## src/sv/ntwa_pkg.sv

```systemverilog
// ----------------------------------------------------------------------------
// ntwa_pkg
// types and constants shared by the neighbor table with aging
// ----------------------------------------------------------------------------
package ntwa_pkg;

    // configuration register indexes
    localparam int unsigned CFG_IDX_W = 2;
    localparam logic [CFG_IDX_W-1:0] CFG_AGE_LIMIT  = 2'd0;
    localparam logic [CFG_IDX_W-1:0] CFG_NODE_TYPE  = 2'd1;
    localparam logic [CFG_IDX_W-1:0] CFG_NEST_ID    = 2'd2;
    localparam logic [CFG_IDX_W-1:0] CFG_FOOD_ID    = 2'd3;

    localparam int unsigned CFG_DATA_W = 16;

    // register reset values
    localparam logic [15:0] AGE_LIMIT_RST = 16'd64;
    localparam logic [7:0]  NODE_TYPE_RST = 8'd2;
    localparam logic [15:0] NEST_ID_RST   = 16'd0;
    localparam logic [15:0] FOOD_ID_RST   = 16'd1;

    // start value of the nearest distance search
    localparam logic [6:0] NEAREST_START = 7'd90;

    // one table entry
    typedef struct packed {
        logic [15:0] id;
        logic [31:0] stamp;
        logic [7:0]  distance;
        logic [7:0]  nbrs;
        logic [7:0]  pstate;
        logic [7:0]  ptype;
    } entry_t;

    // sequencer states
    typedef enum logic [2:0] {
        ST_IDLE,
        ST_SEARCH,
        ST_PURGE_RD,
        ST_PURGE_CHK,
        ST_PURGE_MOVE,
        ST_STATS
    } state_t;

endpackage

```

## src/sv/neighbor_table_with_aging_top.sv

```systemverilog
// ----------------------------------------------------------------------------
// neighbor_table_with_aging_top
// update beat: accepted in idle, then a linear id search over the entries (a hit stops early), then stats
// purge beat: accepted in idle, then a read and a check per entry, plus a move per purged entry, then stats
// stats sweep: reads each entry left, then hands the result on once the output register is free
// one table read per cycle on the entry memory's read port
// one beat at a time; a finished result may wait in the output register meanwhile
// synchronous active-low reset clears count, sequencer, config registers and output valid, not the table
// ----------------------------------------------------------------------------
module neighbor_table_with_aging_top #(
    parameter int unsigned SLOTS = 16
) (
    input  logic                                aclk,
    input  logic                                aresetn,

    // configuration write port
    input  logic                                cfg_wr_en,
    input  logic [ntwa_pkg::CFG_IDX_W-1:0]      cfg_index,
    input  logic [ntwa_pkg::CFG_DATA_W-1:0]     cfg_wdata,

    // input channel
    input  logic                                s_valid,
    output logic                                s_ready,
    input  logic                                s_op,
    input  logic [31:0]                         s_now,
    input  logic [15:0]                         s_sender_id,
    input  logic [7:0]                          s_distance,
    input  logic [7:0]                          s_sender_neighbors,
    input  logic [7:0]                          s_sender_state,
    input  logic [7:0]                          s_sender_type,

    // result channel
    output logic                                m_valid,
    input  logic                                m_ready,
    output logic [3:0]                          m_entry_count,
    output logic [6:0]                          m_nearest_distance,
    output logic [3:0]                          m_node_neighbors,
    output logic                                m_nest_near,
    output logic                                m_food_near,
    output logic                                m_was_dropped
);

    // table index width; the count never exceeds SLOTS-1 so it fits as well
    localparam int unsigned CW = $clog2(SLOTS);
    localparam logic [CW-1:0] FULL_COUNT = CW'(SLOTS - 1);

    // ------------------------------------------------------------------
    // configuration registers
    // ------------------------------------------------------------------
    logic [15:0] age_limit_reg,  age_limit_next;
    logic [7:0]  node_type_reg,  node_type_next;
    logic [15:0] nest_id_reg,    nest_id_next;
    logic [15:0] food_id_reg,    food_id_next;

    always_comb begin
        age_limit_next = age_limit_reg;
        node_type_next = node_type_reg;
        nest_id_next   = nest_id_reg;
        food_id_next   = food_id_reg;
        if (cfg_wr_en) begin
            unique case (cfg_index)
                ntwa_pkg::CFG_AGE_LIMIT: age_limit_next = cfg_wdata[15:0];
                ntwa_pkg::CFG_NODE_TYPE: node_type_next = cfg_wdata[7:0];
                ntwa_pkg::CFG_NEST_ID:   nest_id_next   = cfg_wdata[15:0];
                ntwa_pkg::CFG_FOOD_ID:   food_id_next   = cfg_wdata[15:0];
                default: ;
            endcase
        end
    end

    always_ff @(posedge aclk) begin
        if (!aresetn) begin
            age_limit_reg <= ntwa_pkg::AGE_LIMIT_RST;
            node_type_reg <= ntwa_pkg::NODE_TYPE_RST;
            nest_id_reg   <= ntwa_pkg::NEST_ID_RST;
            food_id_reg   <= ntwa_pkg::FOOD_ID_RST;
        end else begin
            age_limit_reg <= age_limit_next;
            node_type_reg <= node_type_next;
            nest_id_reg   <= nest_id_next;
            food_id_reg   <= food_id_next;
        end
    end

    // ------------------------------------------------------------------
    // entry table: one write and one registered read per cycle
    // entries at or above the count are never used, so no clearing
    // ------------------------------------------------------------------
    ntwa_pkg::entry_t table_mem [SLOTS];
    ntwa_pkg::entry_t rd_data_reg;
    logic [CW-1:0]    rd_addr;
    logic             mem_we;
    logic [CW-1:0]    mem_waddr;
    ntwa_pkg::entry_t mem_wdata;

    always_ff @(posedge aclk) begin
        if (mem_we) begin
            table_mem[mem_waddr] <= mem_wdata;
        end
        rd_data_reg <= table_mem[rd_addr];
    end

    // ------------------------------------------------------------------
    // sequencer state
    // ------------------------------------------------------------------
    ntwa_pkg::state_t state_reg, state_next;
    logic [CW-1:0]    count_reg, count_next;     // valid entries
    logic [CW:0]      scan_reg,  scan_next;      // next address to read in a sweep
    logic             pend_reg,  pend_next;      // rd_data holds entry scan-1
    logic [CW:0]      k_reg,     k_next;         // purge walk: entries left to check
    ntwa_pkg::entry_t beat_reg,  beat_next;      // latched input beat

    // running statistics
    logic             dropped_reg, dropped_next;
    logic [6:0]       near_reg,    near_next;
    logic [CW-1:0]    nodes_reg,   nodes_next;
    logic             nest_reg,    nest_next;
    logic             food_reg,    food_next;

    // output register
    logic             m_valid_reg,     m_valid_next;
    logic [3:0]       m_count_reg,     m_count_next;
    logic [6:0]       m_near_reg,      m_near_next;
    logic [3:0]       m_nodes_reg,     m_nodes_next;
    logic             m_nest_reg,      m_nest_next;
    logic             m_food_reg,      m_food_next;
    logic             m_dropped_reg,   m_dropped_next;

    // helpers
    logic [CW:0]      scan_dec;
    logic [CW:0]      k_dec;
    logic [CW-1:0]    last_idx;
    logic [31:0]      age;
    logic             too_old;
    logic             out_free;
    logic [CW+3:0]    count_wide;
    logic [CW+3:0]    nodes_wide;

    assign scan_dec   = scan_reg - 1'b1;
    assign k_dec      = k_reg - 1'b1;
    assign last_idx   = count_reg - 1'b1;
    // subtract and compare for aging, modulo 2^32
    assign age        = beat_reg.stamp - rd_data_reg.stamp;
    assign too_old    = age > {16'd0, age_limit_reg};
    assign out_free   = !m_valid_reg || m_ready;
    assign count_wide = (CW + 4)'(count_reg);
    assign nodes_wide = (CW + 4)'(nodes_reg);

    assign s_ready = (state_reg == ntwa_pkg::ST_IDLE);

    always_comb begin
        state_next     = state_reg;
        count_next     = count_reg;
        scan_next      = scan_reg;
        pend_next      = pend_reg;
        k_next         = k_reg;
        beat_next      = beat_reg;
        dropped_next   = dropped_reg;
        near_next      = near_reg;
        nodes_next     = nodes_reg;
        nest_next      = nest_reg;
        food_next      = food_reg;
        m_count_next   = m_count_reg;
        m_near_next    = m_near_reg;
        m_nodes_next   = m_nodes_reg;
        m_nest_next    = m_nest_reg;
        m_food_next    = m_food_reg;
        m_dropped_next = m_dropped_reg;
        m_valid_next   = m_ready ? 1'b0 : m_valid_reg;
        rd_addr        = scan_reg[CW-1:0];
        mem_we         = 1'b0;
        mem_waddr      = count_reg;
        mem_wdata      = beat_reg;

        unique case (state_reg)
            ntwa_pkg::ST_IDLE: begin
                if (s_valid) begin
                    beat_next.id       = s_sender_id;
                    beat_next.stamp    = s_now;
                    beat_next.distance = s_distance;
                    beat_next.nbrs     = s_sender_neighbors;
                    beat_next.pstate   = s_sender_state;
                    beat_next.ptype    = s_sender_type;
                    dropped_next       = 1'b0;
                    near_next          = ntwa_pkg::NEAREST_START;
                    nodes_next         = '0;
                    nest_next          = 1'b0;
                    food_next          = 1'b0;
                    scan_next          = '0;
                    pend_next          = 1'b0;
                    k_next             = {1'b0, count_reg};
                    if (!s_op) begin
                        state_next = ntwa_pkg::ST_SEARCH;
                    end else if (count_reg == '0) begin
                        state_next = ntwa_pkg::ST_STATS;
                    end else begin
                        state_next = ntwa_pkg::ST_PURGE_RD;
                    end
                end
            end

            // linear id search, one read issued per cycle
            ntwa_pkg::ST_SEARCH: begin
                if (pend_reg && (rd_data_reg.id == beat_reg.id)) begin
                    // hit: overwrite the matching entry
                    mem_we     = 1'b1;
                    mem_waddr  = scan_dec[CW-1:0];
                    scan_next  = '0;
                    pend_next  = 1'b0;
                    state_next = ntwa_pkg::ST_STATS;
                end else if (scan_reg == {1'b0, count_reg}) begin
                    // miss: append, or drop when the table is full
                    if (count_reg == FULL_COUNT) begin
                        dropped_next = 1'b1;
                    end else begin
                        mem_we     = 1'b1;
                        mem_waddr  = count_reg;
                        count_next = count_reg + 1'b1;
                    end
                    scan_next  = '0;
                    pend_next  = 1'b0;
                    state_next = ntwa_pkg::ST_STATS;
                end else begin
                    rd_addr   = scan_reg[CW-1:0];
                    scan_next = scan_reg + 1'b1;
                    pend_next = 1'b1;
                end
            end

            // purge walk from the last entry down to the first
            ntwa_pkg::ST_PURGE_RD: begin
                rd_addr    = k_dec[CW-1:0];
                state_next = ntwa_pkg::ST_PURGE_CHK;
            end

            ntwa_pkg::ST_PURGE_CHK: begin
                if (too_old) begin
                    rd_addr    = last_idx;
                    state_next = ntwa_pkg::ST_PURGE_MOVE;
                end else begin
                    k_next = k_dec;
                    if (k_dec == '0) begin
                        scan_next  = '0;
                        pend_next  = 1'b0;
                        state_next = ntwa_pkg::ST_STATS;
                    end else begin
                        state_next = ntwa_pkg::ST_PURGE_RD;
                    end
                end
            end

            // move the last entry into the purged slot
            ntwa_pkg::ST_PURGE_MOVE: begin
                mem_we     = 1'b1;
                mem_waddr  = k_dec[CW-1:0];
                mem_wdata  = rd_data_reg;
                count_next = last_idx;
                k_next     = k_dec;
                if (k_dec == '0) begin
                    scan_next  = '0;
                    pend_next  = 1'b0;
                    state_next = ntwa_pkg::ST_STATS;
                end else begin
                    state_next = ntwa_pkg::ST_PURGE_RD;
                end
            end

            // statistics sweep over all valid entries
            ntwa_pkg::ST_STATS: begin
                if (pend_reg) begin
                    if (rd_data_reg.distance < {1'b0, near_reg}) begin
                        near_next = rd_data_reg.distance[6:0];
                    end
                    if (rd_data_reg.ptype == node_type_reg) begin
                        nodes_next = nodes_reg + 1'b1;
                    end
                    if (rd_data_reg.id == nest_id_reg) begin
                        nest_next = 1'b1;
                    end
                    if (rd_data_reg.id == food_id_reg) begin
                        food_next = 1'b1;
                    end
                end
                if (scan_reg != {1'b0, count_reg}) begin
                    rd_addr   = scan_reg[CW-1:0];
                    scan_next = scan_reg + 1'b1;
                    pend_next = 1'b1;
                end else begin
                    pend_next = 1'b0;
                    // sweep done: hand the result to the output register
                    if (!pend_reg && out_free) begin
                        m_valid_next   = 1'b1;
                        m_count_next   = count_wide[3:0];
                        m_near_next    = near_reg;
                        m_nodes_next   = nodes_wide[3:0];
                        m_nest_next    = nest_reg;
                        m_food_next    = food_reg;
                        m_dropped_next = dropped_reg;
                        state_next     = ntwa_pkg::ST_IDLE;
                    end
                end
            end

            default: begin
                state_next = ntwa_pkg::ST_IDLE;
            end
        endcase
    end

    always_ff @(posedge aclk) begin
        if (!aresetn) begin
            state_reg   <= ntwa_pkg::ST_IDLE;
            count_reg   <= '0;
            scan_reg    <= '0;
            pend_reg    <= 1'b0;
            k_reg       <= '0;
            m_valid_reg <= 1'b0;
        end else begin
            state_reg   <= state_next;
            count_reg   <= count_next;
            scan_reg    <= scan_next;
            pend_reg    <= pend_next;
            k_reg       <= k_next;
            m_valid_reg <= m_valid_next;
        end
    end

    // payload registers, no reset needed
    always_ff @(posedge aclk) begin
        beat_reg      <= beat_next;
        dropped_reg   <= dropped_next;
        near_reg      <= near_next;
        nodes_reg     <= nodes_next;
        nest_reg      <= nest_next;
        food_reg      <= food_next;
        m_count_reg   <= m_count_next;
        m_near_reg    <= m_near_next;
        m_nodes_reg   <= m_nodes_next;
        m_nest_reg    <= m_nest_next;
        m_food_reg    <= m_food_next;
        m_dropped_reg <= m_dropped_next;
    end

    assign m_valid            = m_valid_reg;
    assign m_entry_count      = m_count_reg;
    assign m_nearest_distance = m_near_reg;
    assign m_node_neighbors   = m_nodes_reg;
    assign m_nest_near        = m_nest_reg;
    assign m_food_near        = m_food_reg;
    assign m_was_dropped      = m_dropped_reg;

endmodule

```

## config.mk

```make
export PLATFORM = sky130hd
export DESIGN_NAME = neighbor_table_with_aging_top
export DESIGN_NICKNAME = d
export VERILOG_FILES = /design/src/sv/ntwa_pkg.sv /design/src/sv/neighbor_table_with_aging_top.sv
export SDC_FILE = /design/constraint.sdc
export NUM_CORES = 2
export LEC_CHECK = 0
export BUFFER_PORTS_ARGS = -buffer_cell sky130_fd_sc_hd__buf_2
export CORE_UTILIZATION = 30
export DETAILED_ROUTE_END_ITERATION = 10
export SYNTH_ARGS = -nofsm -noshare
export SYNTH_HDL_FRONTEND = slang
export SYNTH_SLANG_ARGS = --single-unit
```

## constraint.sdc

```tcl
create_clock -name aclk -period 10.96 [get_ports aclk]
set_input_delay 0.548 -clock aclk [delete_from_list [all_inputs] [get_ports aclk]]
set_output_delay 0.548 -clock aclk [all_outputs]
set_load 0.1 [all_outputs]
```

Word level (Yosys, flattened, before mapping)
Memories as Yosys holds them, arrays and structs flattened. A register that Yosys moved wholly into a read port is not among the register bits. Cells that the tools add are included.

Add/subtract/negate cells: 7. Equality and inequality tests: 30. Reductions and logical operators: 30. Multiplexer cells: 64. Bitwise operators: 1. Magnitude comparators: 2.

Operator list (count): $mux 80 (1); $eq 16x16->1 (3); $mux 5 (8); $gt 32x16->1 (1); $mux 4 (8); $pmux 4 s2 (4); $sub 32x32->32 (1); $ne 2x2->1 const B (14); $reduce_and 4->1 (7); $mux 3 (9); $pmux 5 s5 (1); $mux 1 (22); $mux 7 (3); $pmux 3 s6 (1); $pmux 5 s3 (1); $pmux 7 s2 (1); $reduce_and 2->1 (5); $reduce_and 3->1 (3); $add 4x1->4 const B (2); $eq 8x8->1 (1); $lt 8x7->1 (1); $pmux 1 s2 (4); $sub 4x1->4 const B (2); $eq 3x2->1 const B (2); 23 further kinds (29).

Flip-flop bits (word level): 187. Memories kept: 1. Input port bits: 104. Logic and storage cells: 162. Memory bits (writable): 1280. Output and inout port bits: 20.

Memory list: table_mem (words 16, width 80, rd ports 1, clocked after memory_dff 1, wr ports 1, RTL line neighbor_table_with_aging_top.sv:89) `ntwa_pkg::entry_t table_mem [SLOTS];`.

Depth between registers and ports, before layout
Depth in word-level cells: 7. Depth in mapped cells: 27. Depth with buffers taken out: 24.

Least setup slack after synthesis
No wires, ideal clock.

Path kind: flip-flop to flip-flop. Start point: reg beat_reg[36] (netlist bit). End point: reg, netlist name rd_data_reg[24]. Library setup time: 0.134 ns. Stages on the path, launching flop included: 25. Data required time: 10.826 ns. Clock period less this slack: 6.372 ns. Path buffers: 2. Slack: 4.588 ns. Arrival time: 6.238 ns. Path through: edfxtp_1 ha_1 a21o_1 a31o_2 o2111a_1 o311ai_2 a21oi_1 nor2b_1 xnor2_1 ha_1 nand4_1 nor4_1 nor3_1 o31ai_1 o211a_1 or4b_1 or4_4 a2111oi_4 mux2i_1 or3_1 nand2b_1 clkbuf_1 clkbuf_1 o22ai_1 or4_1.

Word-level cells in the longest chain between the ends: 4.

Ends and longest elaborated chain: from (decl) (RTL line neighbor_table_with_aging_top.sv:111) `ntwa_pkg::entry_t beat_reg, beat_next;`; from (signal assigned) (RTL line neighbor_table_with_aging_top.sv:330) `beat_reg <= beat_next;`; $sub 32x32->32 (RTL line neighbor_table_with_aging_top.sv:143) `assign age = beat_reg.stamp - rd_data_reg.stamp;`; $gt 32x16->1 (RTL line neighbor_table_with_aging_top.sv:144) `assign too_old = age > {16'd0, age_limit_reg};`; $mux 4 (RTL line neighbor_table_with_aging_top.sv:237) `if (too_old) begin`; $pmux 4 s2 (RTL line neighbor_table_with_aging_top.sv:175) `unique case (state_reg)`.

Every way passes these cells. A chain may end at the register's enable or synchronous reset.

Final worst setup path
Start point: reg, netlist name rd_data_reg[36]. End point: reg, netlist name rd_data_reg[55].

Word-level cells in the longest chain between the ends: 4.

Ends and longest elaborated chain (RTL line): $sub 32x32->32 (neighbor_table_with_aging_top.sv:143); $gt 32x16->1 (neighbor_table_with_aging_top.sv:144); $mux 4 (neighbor_table_with_aging_top.sv:237); $pmux 4 s2 (neighbor_table_with_aging_top.sv:175).

Every way passes these cells.

==> flow_metrics.py <==
metrics = {
    "floorplan": {
        "fp.dieH_um": 412.5,
        "dieArea_mm2": 0.1702,
        "start_util_pct": 30.23,
        "core-area_mm2": 0.1672,
        "io_pins": 124,
        "die_x_um": 412.5,
        "num_rows": 150,
    },
    "synth": {
        "synth_area_mm2": 0.05056,
        "ys_warn_count": 0,
        "ys_ff_latch": 1259,
        "async_reset_ff_share_pct": 0,
        "synth-main-ff-cell": "edfxtp_1",
        "synth_cells": 3292,
        "synth_edf_count": 1120,
        "synth_nets": 3457,
        "avgSynthCellArea_um2": 15.36,
        "ys_seq_area_share_pct": 72.03,
        "synth_cell_types": 75,
    },
    "setup_path": {
        "reg2regPathDepth": 24,
        "cpMostUsedCell": "ha_1",
        "reg2reg_to": "rd_data_reg[55]",
        "startpoint": "rd_data_reg[36]",
        "reg2reg_from": "rd_data_reg[36]",
        "critical_path_required_ns": 11.57,
        "cp_max_fo": 52,
        "worstSetupPathType": "flip-flop to flip-flop",
        "crit_path_start_kind": "flip-flop",
        "arrival_ns": 9.25,
        "crit_chain": "inv_1 -> ha_1 -> a21o_1 -> a31o_2 -> o2111a_1 -> o311ai_2 -> a21oi_1 -> nor2b_1 -> xnor2_1 -> ha_1 -> nand4_1 -> nor4_1 -> nor3_1 -> o31ai_1 -> o211a_1 -> or4b_1 -> or4_4 -> a2111oi_4 -> mux2i_1 -> nand2_1 -> or2_4 -> buf_4 -> o22ai_1 -> or4_1",
        "regToRegSetupSlack_ns": 2.32,
        "cp-end-kind": "flip-flop",
        "max_stage_delay_ns": 0.96,
        "crit_slowest_cell": "or2_4",
    },
    "global_routing": {
        "antenna_found_initial": 7,
        "grt_use_total_pct": 15.53,
        "grt_max_degree": 92,
        "grt_pass1_wl_mm": 192.6,
        "grt_pass1_vias": 27905,
        "grt.overflow.total": 0,
    },
    "clock_network": {
        "cts-root-buf": "clkbuf_16",
        "clock_latency_ns": 0.77,
        "cts.repair.resized": 0,
        "htree_levels": 4,
        "cts_inserted_buffers": 134,
        "clkTransAtPathRegs_ns": 0.06,
        "clockBufferDepth": 3,
        "cts_tree": "done",
        "clock-sinks": 1259,
        "cts_setup_buffers": 0,
        "postCtsHoldBufs": 60,
    },
    "timing": {
        "skew_ns": 0.03341,
        "worst_pin_slew_ns": 1.202,
        "slew_viol_final": 0,
        "period_share_pct": 78.81,
        "min_period_ns": 8.638,
        "setup_viol": 0,
        "setup_tns_ns": 0,
        "rsz0062_at_grt": "no",
        "fmax_ghz": 0.1158,
        "maxSlewHeadroom_pct": 19.56,
        "setup_ws_ns": 2.322,
        "hold_violations": 0,
    },
    "route": {
        "drc": 0,
        "detail_route.first_pass.iterations": 5,
        "vias": 29053,
        "drt-initial-drc-count": 2729,
        "drt_wl_total_mm": 135.0,
        "drt-wirelength-per-cell_um": 23.24,
        "ant_nets": 0,
        "vias_per_cell": 4.999,
    },
    "worst_hold_path": {
        "holdPathStages": 1,
        "hold_start": "s_now[25]",
        "hold_end": "beat_reg[57]",
        "min_path_type": "primary input to flip-flop",
    },
    "status": {
        "status": "complete, no violations",
    },
    "power_and_ir_drop": {
        "powerDensity_mw_per_mm2": 288.4,
        "leakagePower_uw": 0.02247,
        "peakVddDrop_mv": 0.2572,
    },
    "finish": {
        "final_common_cell": "edfxtp_1",
        "areaGrowthSynthToFinish_pct": 16.19,
        "largest_reg_flops": 1024,
        "num-fill-cells": 15845,
        "fin_nets": 3666,
        "mostFrequentLayoutCells": "1120 x edfxtp_1, 522 x mux2i_1, 282 x nand2_1",
        "layout-drive-gt1-share_pct": 11.98,
    },
    "placed_design": {
        "place.gp.congestion": 0.8641,
        "dp_hpwl_mm": 73.43,
        "portBuffers": 107,
        "post-place-ws_ns": 2.336,
    },
    "job": {
        "maxCapViolCount": 0,
    },
}
-- final cells by class --
class / instances / area [um2] / share of cell area [%]
inverters: 72 / 271.5 / 0.4622
repair buffers: 243 / 1807 / 3.076
well taps: 2204 / 2758 / 4.694
flip-flops and latches: 1259 / 36410 / 61.99
multi-input cells: 1791 / 13210 / 22.49
clock buffers: 201 / 3941 / 6.709
diodes: 1 / 2.502 / 0.004260
clock inverters: 41 / 340.3 / 0.5793
-- kinds of logic (layout without fill, tap and decap cells) --
group	count (synthesis)	in the layout	share of synthesized area [%]
buffers and inverters	242	557	2.264
AND/OR/NAND/NOR	584	584	5.544
XOR/XNOR	92	92	1.594
adder cells (fa/ha/maj)	61	61	1.524
other	0	1	0
multiplexers	525	525	10.40
AO/OA/AOI/OAI	529	529	6.645
flip-flops	1259	1259	72.03
-- synthesized netlist by cell type (all sizes together), types with 7 or more instances --
cell,instances,area share (%)
or2,8,0.099
nor4,10,0.12
nor3,17,0.17
nor2b,10,0.12
mux2i,522,10
nor2,84,0.63
o21ai,61,0.61
nand2,283,2.1
dfxtp,139,5.5
buf,95,1.2
xnor2,55,0.95
xor2,37,0.64
or4,65,0.97
and3,10,0.12
nand2b,20,0.25
a21o,17,0.25
o31ai,11,0.16
clkbuf,75,0.56
or3,7,0.087
o22ai,261,3.2
edfxtp,1120,67
nand3,27,0.27
inv,72,0.53
nand4,23,0.28
o211ai,10,0.15
a21oi,102,1.0
a211oi,9,0.13
o21a,11,0.16
ha,60,1.5
-- metrics by stage --
| stage | area, um2 | power, uW | instances | hold slack, ns | util (%) |
|---|---|---|---|---|---|
| after global placement | 53860 | 12550 | 5509 | 0.4102 | 32.21 |
| after floorplan | 50560 | 10930 | 3292 | 0.4003 | - |
| after CTS | 58740 | 17040 | 5811 | 0.003148 | 35.13 |
| after detailed placement | 53860 | 12630 | 5509 | 0.4090 | 32.21 |
| after global routing | 58740 | 17730 | 5812 | 0.001779 | 35.13 |
| final | 58740 | 16940 | 5812 | 0.03112 | 35.13 |
-- how the worst max path moves through the flow --
stage          depth (start not counted)  slack (ns)               to
2_1_floorplan                         24        4.59  rd_data_reg[24]
3_3_place_gp                          24        2.28  rd_data_reg[57]
3_5_place_dp                          24        2.34  rd_data_reg[55]
4_1_cts                               24        2.31  rd_data_reg[55]
5_1_grt                               24        1.92  rd_data_reg[55]
6_report                              24        2.32  rd_data_reg[55]
-- power by group --
part / leakage (uW) / switching (uW) / internal, uW
registers: 0.0113 / 335 / 6510
logic: 0.00911 / 3620 / 2080
clock network: 0.00209 / 1850 / 2540
total: 0.0225 / 5800 / 11100
-- worst max-delay path: cells and delay by family, from the launching register on --
kind            cells  cell delay, ns
mux                 1            0.19
simple gates        9            3.85
compound gates      9            2.78
flops               1            0.31
buf+inv             2            0.54
xor+xnor            1            0.08
fa+ha+maj           2            0.69
-- routing by layer --
metal  global-route usage [%]  up-vias  share of wire, %
li1                         -    13155                 -
met1                    20.97    14648                44
met2                    25.34     1029                47
met3                    3.258      215               7.1
met4                    3.819        6               2.0
met5                        0        -             0.033
No activity file was read; power rests on OpenSTA's default activity.
